**config.mk**
```make
export PLATFORM = sky130hd
export DESIGN_NAME = sidf_cell
export DESIGN_NICKNAME = d
export VERILOG_FILES = /design/src/rtl/core/sidf_pkg.sv /design/src/rtl/core/sidf_cell.sv
export SDC_FILE = /design/constraint.sdc
export NUM_CORES = 1
export LEC_CHECK = 0
export ABC_AREA = 1
export BUFFER_PORTS_ARGS = -buffer_cell sky130_fd_sc_hd__buf_2
export CORE_ASPECT_RATIO = 1.4
export CORE_MARGIN = 2
export CORE_UTILIZATION = 35
export CTS_CLUSTER_SIZE = 8
export DETAILED_ROUTE_END_ITERATION = 7
export SYNTH_ARGS = -nofsm -noshare
export SYNTH_HDL_FRONTEND = slang
export SYNTH_SLANG_ARGS = --single-unit
export TNS_END_PERCENT = 10
```
**constraint.sdc**
```tcl
create_clock -name clk -period 3.1 [get_ports clk]
set_input_delay 0.62 -clock clk [delete_from_list [all_inputs] [get_ports clk]]
set_output_delay 0.62 -clock clk [all_outputs]
set_load 0.05 [all_outputs]
```
**src/rtl/core/sidf_pkg.sv**
```systemverilog
// ---------------------------------------------------------------------------
// sidf_pkg
// Shared constants and types for the duplicate message filter.
// ---------------------------------------------------------------------------
package sidf_pkg;

	localparam int ENTRIES = 16;
	localparam int IDX_W   = (ENTRIES > 1) ? $clog2(ENTRIES) : 1;
	localparam int ID_W    = 40;
	localparam int STAMP_W = 32;
	localparam int SLOT_W  = 8;

	typedef enum logic [1:0] {
		ST_IDLE,
		ST_SCAN,
		ST_DONE
	} state_t;

	typedef struct packed {
		logic               active;
		logic               hit;
		logic               free_found;
		logic [STAMP_W-1:0] best;
		logic [IDX_W-1:0]   chosen;
	} scan_t;

	typedef struct packed {
		logic               en;
		logic [IDX_W-1:0]   idx;
		logic [ID_W-1:0]    id;
		logic [STAMP_W-1:0] stamp;
	} wr_t;

endpackage

```
**src/rtl/core/sidf_cell.sv**
```systemverilog
// ---------------------------------------------------------------------------
// sidf_cell
// One cache entry; updates the passing scan token and forwards it.
// ---------------------------------------------------------------------------
module sidf_cell import sidf_pkg::*; (
	input  logic             clk,
	input  logic             arst_n,
	input  logic [IDX_W-1:0] idx,
	input  logic [ID_W-1:0]  key,
	input  scan_t            tok_in,
	output scan_t            tok_out,
	input  wr_t              wr
);

	logic               valid_q;
	logic [ID_W-1:0]    id_q;
	logic [STAMP_W-1:0] stamp_q;
	scan_t              tok_q;
	scan_t              tok_nxt;
	logic               wr_hit;

	assign wr_hit = wr.en && (wr.idx == idx);

	always_comb begin
		tok_nxt = tok_in;
		if (tok_in.active) begin
			if (valid_q && (id_q == key)) begin
				tok_nxt.hit = 1'b1;
			end
			if (!tok_in.free_found) begin
				if (stamp_q == '0) begin
					tok_nxt.free_found = 1'b1;
					tok_nxt.chosen     = idx;
				end else if (stamp_q < tok_in.best) begin
					tok_nxt.best   = stamp_q;
					tok_nxt.chosen = idx;
				end
			end
		end
	end

	always_ff @(posedge clk or negedge arst_n) begin
		if (!arst_n) begin
			tok_q   <= '0;
			valid_q <= 1'b0;
			stamp_q <= '0;
		end else begin
			tok_q <= tok_nxt;
			if (wr_hit) begin
				valid_q <= 1'b1;
				stamp_q <= wr.stamp;
			end
		end
	end

	always_ff @(posedge clk) begin
		if (wr_hit) begin
			id_q <= wr.id;
		end
	end

	assign tok_out = tok_q;

endmodule

```
==> key figures, run 1 <==
Run status
  – Status: finished clean

Synthesis
  – Post-synth EDFFs: 40
  – Commonest cells in the netlist: nand2_1, inv_1, dfrtp_1
  – #FFs+latches synth: 112
  – Ys flop type: dfrtp_1
  – Syn_nets: 798
  – Sequential element share of the synthesized area: 0.541
  – Most common cell in the netlist: nand2_1
  – Asr flop ratio synth: 0.643
  – Syn avg cell area: 9.18 um2
  – Distinct cell type count after synthesis: 35
  – Top-area cell type share of the netlist area: 0.324
  – Cell Area, Synth: 5550 um2
  – Synth top area cells: dfrtp_1, edfxtp_1, nand2_1
  – Mapped Cells: 605
  – Area leader, netlist: dfrtp_1
  – Ys Warns: 0

Power
  – Seq pwr share: 0.453
  – Clock network fraction of design power: 0.273
  – Net Sw Frac: 0.357
  – Max VDD drop: 0.000279 V
  – PD cells: 609 nW/um2
  – Leak Pwr: 3.73 nW
  – Gate power share: 0.274
  – NetSw: 1.52 mW
  – P_int: 2.74 mW

Critical path
  – Cell family with most CP delay: simple AND/OR/NAND/NOR gates
  – Worst-path fanout max: 33
  – CP peak stage delay: 0.43 ns
  – Critical Path AT: 2.55 ns
  – Worst Setup Start Kind: flip-flop
  – R2r setup slk: 0.79 ns
  – Crit path capture type: flip-flop
  – CP cell instances: ha_1, a21oi_1, o21ai_0, nand2_1, o211ai_1, nor2_1, nand2_1, inv_4, nand2_8, nand2_1, nand2_1
  – Critical path type: reg -> reg
  – Cells on worst reg2reg path: 11
  – Required time worst endpoint: 3.34 ns
  – Critical path's slowest cell: dfrtp_1
  – Crit path top cell by count: nand2_1
  – RR Endpoint: tok_out[16]
  – FF-to-FF Start: stamp_q[27]
  – Worst path bufs/invs: 1

Clock network
  – Resize count post-CTS: 0
  – Root Driver: clkbuf_16
  – Setup bufs post-CTS: 0
  – Bufs on Longest Clock Path: 2
  – Total CTS buffers: 9
  – Hold_buf cts: 0
  – CTS tree: done
  – Clk Latency, worst-skew pair: 0.36 ns
  – CTS Sinks: 112
  – CTS H-tree lvls: 3
  – CTS clock-pin slew for the worst setup and hold paths: 0.08 ns

Cells and area
  – Final net count: 995
  – Area growth syn-to-layout: 25.9%
  – Multi-input gate area: 2130 um2
  – ANT cells: 0
  – Final Core Density: 0.450
  – Layout cells sized above 1: 0.297
  – Reg area: 3000 um2
  – Final non-filler cell total: 1003
  – Number of fillers in the final layout: 1599

Routing
  – Via density: 4.59
  – Vias: 4604
  – DRT Pass-1 Iters: 4
  – DRC: 0
  – Routed Antenna Nets: 0
  – Max Used Layer: met5
  – Routed wl met2: 6.98 mm
  – Total Routed Length: 14.2 mm
  – DRT met1 WL: 6.01 mm
  – Met3 routed WL: 777 um
  – Avg WL per Cell: 14.1 um
  – DRT iter0 DRCs: 185

Global routing
  – Largest net degree at the start of global routing: 73
  – First-pass GRT wire length: 22.9 mm
  – Number of global-route vias before repair: 4653
  – Remaining Overflow, GRT: 0
  – Gr usage total: 0.171
  – Initial antenna violation count: 1

Run
  – MaxCap Viol Count: 0

STA
  – Slew Limit Fails: 0
  – Worst-margin pin slew: 0.946 ns
  – Max_slew headroom: 0.370
  – Period utilization: 0.745
  – TNS Setup: 0 ns
  – Peak Freq: 0.433 GHz
  – Tmin final: 2.31 ns
  – Final WS setup: 0.791 ns
  – Skew final: 0.0115 ns
  – Fin. Hold Viols: 0
  – Endpoints failing setup: 0
  – RSZ-0062 raised after global routing: no

Placed design
  – Place WS: 0.406 ns
  – Placed Cells incl. Taps: 987
  – # port buffers: 200
  – Post-DP HPWL: 10.8 mm
  – Placer Congestion: 0.882

Min path
  – Hold crit path type: in -> async

Floorplanning
  – Row Count: 54
  – Die area: 16900 um2
  – CORE AREA: 15500 um2
  – Initial Utilization: 0.357
  – Die Width: 110 um
  – Boundary Pins: 201
  – Die height: 153 um
-- power groups by stage --
stage	clock network [mW]	registers [mW]	logic, mW
after floorplan	0	2.16	0.602
after global placement	0	1.95	1.16
after detailed placement	0	1.95	1.19
after CTS	1.20	1.93	1.19
after global routing	1.28	1.96	1.33
final	1.16	1.93	1.17
-- metal layers --
metal / GRT usage / vias to the layer above
met1: 0.209 / 2071
met4: 0.0696 / 2
met3: 0.0325 / 23
met5: 0 / -
li1: - / 2353
met2: 0.296 / 155
-- cell usage in the layout (no fill, tap or decap), drive strengths merged --
master,instances
clkinv,2
or2,5
nand3b,1
nand2,215
a21oi,18
o21a,1
inv,80
xnor2,1
and2,1
edfxtp,40
buf,202
o21ai,14
nor4,7
o211ai,1
ha,31
xor2,15
a22o,2
o2111ai,2
dfrtp,72
o22ai,8
clkbuf,10
nand4,10
nor3,9
o21bai,1
nand3,40
nor2,19
-- registers in the layout, summed over array words and instances, names as in the netlist --
register and cells:
tok_out 39, stamp_q 32, id_q 40, valid_q 1
-- metrics by stage --
| step | total power, mW | area, um2 | hold slack, ns |
|---|---|---|---|
| floorplan | 2.76 | 5550 | 0.324 |
| global placement | 3.12 | 6690 | 0.452 |
| detailed placement | 3.14 | 6690 | 0.452 |
| CTS | 4.32 | 6990 | 0.410 |
| global route | 4.56 | 6990 | 0.408 |
| finish | 4.26 | 6990 | 0.412 |
-- cells by family after synthesis --
| family | Yosys count | share of synthesized area |
|---|---|---|
| AOI/OAI and AO/OA | 47 | 0.0482 |
| adders and majority gates | 31 | 0.0699 |
| xor gates and xnor gates | 16 | 0.0252 |
| buffers and inverters | 92 | 0.0764 |
| and+or+nand+nor | 307 | 0.240 |
| DFF | 112 | 0.541 |
-- layout make-up --
| class | count | area share |
|---|---|---|
| Clock inverter | 6 | 0.00859 |
| Multi-Input combinational cell | 401 | 0.304 |
| Inverter | 76 | 0.0412 |
| Timing Repair Buffer | 202 | 0.147 |
| Clock buffer | 10 | 0.0342 |
| Tap cell | 196 | 0.0351 |
| Sequential cell | 112 | 0.429 |
-- worst max path at each step --
| stage | start | endpoint | slack (ns) | depth (start not counted) |
|---|---|---|---|---|
| floorplan | idx[1] | id_q[0] | 0.97 | 6 |
| global placement | tok_in[31] | tok_out[5] | 0.45 | 13 |
| detailed placement | tok_in[31] | tok_out[5] | 0.41 | 13 |
| CTS | stamp_q[27] | tok_out[5] | 0.74 | 11 |
| global route | stamp_q[5] | tok_out[5] | 0.51 | 13 |
| finish | stamp_q[27] | tok_out[16] | 0.79 | 11 |
Power figures use the tool's default switching activity.
==> run 2: changes to the inputs <==
--- a/config.mk
+++ b/config.mk
@@ -5,7 +5,7 @@
 export SDC_FILE = /design/constraint.sdc
 export NUM_CORES = 1
 export LEC_CHECK = 0
-export ABC_AREA = 1
+export ABC_AREA = 0
 export BUFFER_PORTS_ARGS = -buffer_cell sky130_fd_sc_hd__buf_2
 export CORE_ASPECT_RATIO = 1.4
 export CORE_MARGIN = 2
==> constraint.sdc (replaced) <==
create_clock -name clk -period 1.92 [get_ports clk]
set_input_delay 0.384 -clock clk [delete_from_list [all_inputs] [get_ports clk]]
set_output_delay 0.384 -clock clk [all_outputs]
set_load 0.05 [all_outputs]
==> run 2 against run 1 <==
Net effect: the run now ends with negative setup slack left; via count shrank 14%; synthesized cell count fell by 38%; global-route usage increased by 0.12 points.
==> key figures, run 2 <==
Critical path
  – FF-to-FF Start: stamp_q[19]
  – Cells on worst reg2reg path: 9 (-2)
  – RR Endpoint: tok_out[28]
  – Critical path type: reg -> reg
  – Required time worst endpoint: 2.15 ns (-1.19 ns)
  – CP cell instances: ha_1, and3_4, a221o_1, a2111oi_4, nand3_2, a211oi_4, buf_6, clkbuf_16, mux2_4
  – Worst-path fanout max: 7 (-79%)
  – CP peak stage delay: 0.39 ns (-0.04 ns)
  – Crit path capture type: flip-flop
  – Critical path's slowest cell: dfrtp_1
  – Worst Setup Start Kind: flip-flop
  – Cell family with most CP delay: compound AO/OA/AOI/OAI gates
  – Critical Path AT: 2.92 ns (+0.37 ns)
  – R2r setup slk: -0.77 ns (-1.57 ns)
  – Worst path bufs/invs: 2 (+1)

Routing
  – DRT iter0 DRCs: 67 (-64%)
  – Routed Antenna Nets: 0 (unchanged)
  – DRT Pass-1 Iters: 4 (unchanged)
  – Via density: 4.64 (+1.1%)
  – Vias: 3953 (-14%)
  – Avg WL per Cell: 16.5 um (+17%)
  – DRC: 0 (unchanged)
  – Total Routed Length: 14.1 mm (-0.78%)

Power
  – Leak Pwr: 3.61 nW (-3.3%)
  – NetSw: 2.56 mW (+69%)
  – Max VDD drop: 0.000550 V (+97%)
  – Gate power share: 0.373 (+0.099)
  – PD cells: 1060 nW/um2 (+74%)
  – P_int: 5.43 mW (+99%)
  – Clock network fraction of design power: 0.234 (-0.039)
  – Net Sw Frac: 0.320 (-0.0366)
  – Seq pwr share: 0.392 (-0.061)

Synthesis
  – Syn avg cell area: 14.3 um2 (+55%)
  – Post-synth EDFFs: 40 (unchanged)
  – Cell Area, Synth: 5320 um2 (-4.3%)
  – Mapped Cells: 373 (-38%)
  – Synth top area cells: dfrtp_1, edfxtp_1, mux2_4
  – Most common cell in the netlist: dfrtp_1
  – Top-area cell type share of the netlist area: 0.339 (+0.0144)
  – Commonest cells in the netlist: dfrtp_1, xnor2_1, edfxtp_1
  – Ys flop type: dfrtp_1
  – Area leader, netlist: dfrtp_1
  – Syn_nets: 566 (-29%)
  – Sequential element share of the synthesized area: 0.565 (+0.0241)
  – Ys Warns: 0 (unchanged)
  – Distinct cell type count after synthesis: 38 (+8.6%)
  – #FFs+latches synth: 112 (unchanged)
  – Asr flop ratio synth: 0.643 (unchanged)

Placed design
  – Placer Congestion: 0.828 (-6.1%)
  – Post-DP HPWL: 11.2 mm (+3.8%)
  – Place WS: -0.969 ns (-1.37 ns)
  – Cell Area, Placed: 7120 um2 (+6.4%)
  – # port buffers: 200 (unchanged)

Min path
  – WHS Endpoint: id_q[23]
  – Worst hold start: wr[55]
  – Hold Path Depth: 1
  – Hold crit path type: in -> reg

STA
  – Tmin final: 2.69 ns (+0.386 ns)
  – Worst-margin pin slew: 0.656 ns (-0.289 ns)
  – TNS Setup: -26.90 ns (-26.90 ns)
  – Fin. Hold Viols: 0 (unchanged)
  – Skew final: 0.00903 ns (-0.00244 ns)
  – Slew Limit Fails: 0 (unchanged)
  – Period utilization: 1.40 (+0.659)
  – Final WS setup: -0.775 ns (-1.57 ns)
  – Final Hold Slack: 0.212 ns (-0.200 ns)
  – Max_slew headroom: 0.558 (+0.189)
  – RSZ-0062 raised after global routing: yes
  – Endpoints failing setup: 36 (+36)
  – Peak Freq: 0.371 GHz (-14%)

Global routing
  – Gr usage total: 0.172 (+0.00122)
  – First-pass GRT wire length: 20.9 mm (-8.4%)
  – Largest net degree at the start of global routing: 34 (-53%)
  – Number of global-route vias before repair: 4231 (-9.1%)
  – Remaining Overflow, GRT: 0 (unchanged)
  – Initial antenna violation count: 2 (+1)

Floorplanning
  – Boundary Pins: 201 (unchanged)
  – CORE AREA: 14900 um2 (-4.0%)
  – Row Count: 53 (-1.9%)
  – Die height: 150 um (-2.1%)
  – Die area: 16200 um2 (-4.1%)
  – Die Width: 108 um (-2.1%)
  – Initial Utilization: 0.356 (-0.00102)

Cells and area
  – Max reg flops: 40 (unchanged)
  – Layout cells sized above 1: 0.558 (+0.261)
  – Most frequent cells in the layout: buf_2, dfrtp_1, buf_4, xnor2_1, edfxtp_1
  – Post-Layout Inst Area: 7560 um2 (+8.1%)
  – Area growth syn-to-layout: 42.1%
  – Reg with most FFs: id_q
  – Final net count: 847 (-15%)
  – Most common cell after layout, fill and taps aside: buf_2

Clock network
  – CTS clock-pin slew for the worst setup and hold paths: 0.08 ns (about the same)
  – Clk Latency, worst-skew pair: 0.35 ns (about the same)
  – Total CTS buffers: 9 (unchanged)
  – Bufs on Longest Clock Path: 2 (unchanged)
  – CTS Sinks: 112 (unchanged)
  – CTS tree: done
  – CTS H-tree lvls: 3 (unchanged)
  – Root Driver: clkbuf_16

Run status
  – Violated checks: negative setup slack
  – Status: complete, but fails checks

Run
  – MaxCap Viol Count: 0 (unchanged)
-- run 2: cell types whose count changed after synthesis, moves of 10 or more --
cell | previous run | this run
nand2_2 | 10 | 0
mux2_2 | 0 | 36
xor2_1 | 15 | 3
inv_1 | 74 | 33
nor2_1 | 19 | 4
mux2_4 | 0 | 30
nand2_1 | 204 | 9
o21ai_0 | 14 | 3
nand3_1 | 39 | 6
xnor2_1 | 1 | 41
-- run 2: area by class of cell --
| cell class | count | area [um2] |
|---|---|---|
| inverters | 33 | 124 |
| well taps | 192 | 240 |
| fillers | 1362 | 7360 |
| flip-flops and latches | 112 | 3000 |
| multi-input cells | 222 | 2210 |
| diodes | 1 | 2.50 |
| repair buffers | 276 | 1680 |
| clock inverters | 7 | 72.6 |
| clock buffers | 9 | 225 |
-- run 2: how the worst max path moves through the flow --
stage,slack [ns],to,startpoint,cells after the start
detailed placement,-0.97,tok_out[4],tok_in[23],10
finish,-0.77,tok_out[28],stamp_q[19],9
global route,-0.89,tok_out[23],stamp_q[19],9
global placement,-0.85,tok_out[4],tok_in[23],10
CTS,-0.88,tok_out[30],stamp_q[18],9
floorplan,-0.65,tok_out[10],stamp_q[19],8
-- run 2: through the flow --
step | utilization | power, mW | std cells
after global placement | 0.477 | 6.03 | 829
after global routing | 0.506 | 8.47 | 852
final | 0.506 | 8.00 | 852
after floorplan | - | 4.78 | 373
after detailed placement | 0.477 | 6.11 | 829
after CTS | 0.502 | 8.08 | 849
-- run 2: what timing repair did --
action                     CTS  global route
gates cloned                 1             1
setup buffers                2             1
hold buffers                 1             0
hold endpoints to repair    19             0
setup endpoints to repair   36            36
pin swaps                    2             2
gates resized for setup      5             5
-- run 2: power by group through the flow --
stage	clock (mW)	sequential (mW)	combinational, mW
CTS	1.95	3.14	2.99
global placement	0	3.18	2.85
floorplan	0	3.68	1.10
global route	2.02	3.19	3.25
finish	1.87	3.14	2.98
detailed placement	0	3.18	2.93
-- run 2: worst register-to-register path, stage by stage, from the launching register on --
cell	delay, ns
dfrtp_1	0.39
ha_1	0.31
and3_4	0.19
a221o_1	0.35
a2111oi_4	0.32
nand3_2	0.16
a211oi_4	0.24
buf_6	0.16
clkbuf_16	0.16
mux2_4	0.30
-- run 2: per-layer routing --
layer	track usage	wire, um
met4	0.0673	285
met5	0	0
met3	0.0505	1160
met1	0.181	5190
met2	0.318	7420
-- run 2: cells by family after synthesis --
group,count (synthesis),share of synthesized area
flip-flops,112,0.565
adder cells (fa/ha/maj),31,0.0730
XOR/XNOR,44,0.0725
AO/OA/AOI/OAI,26,0.0362
multiplexers,68,0.165
AND/OR/NAND/NOR,53,0.0565
buffers and inverters,39,0.0318
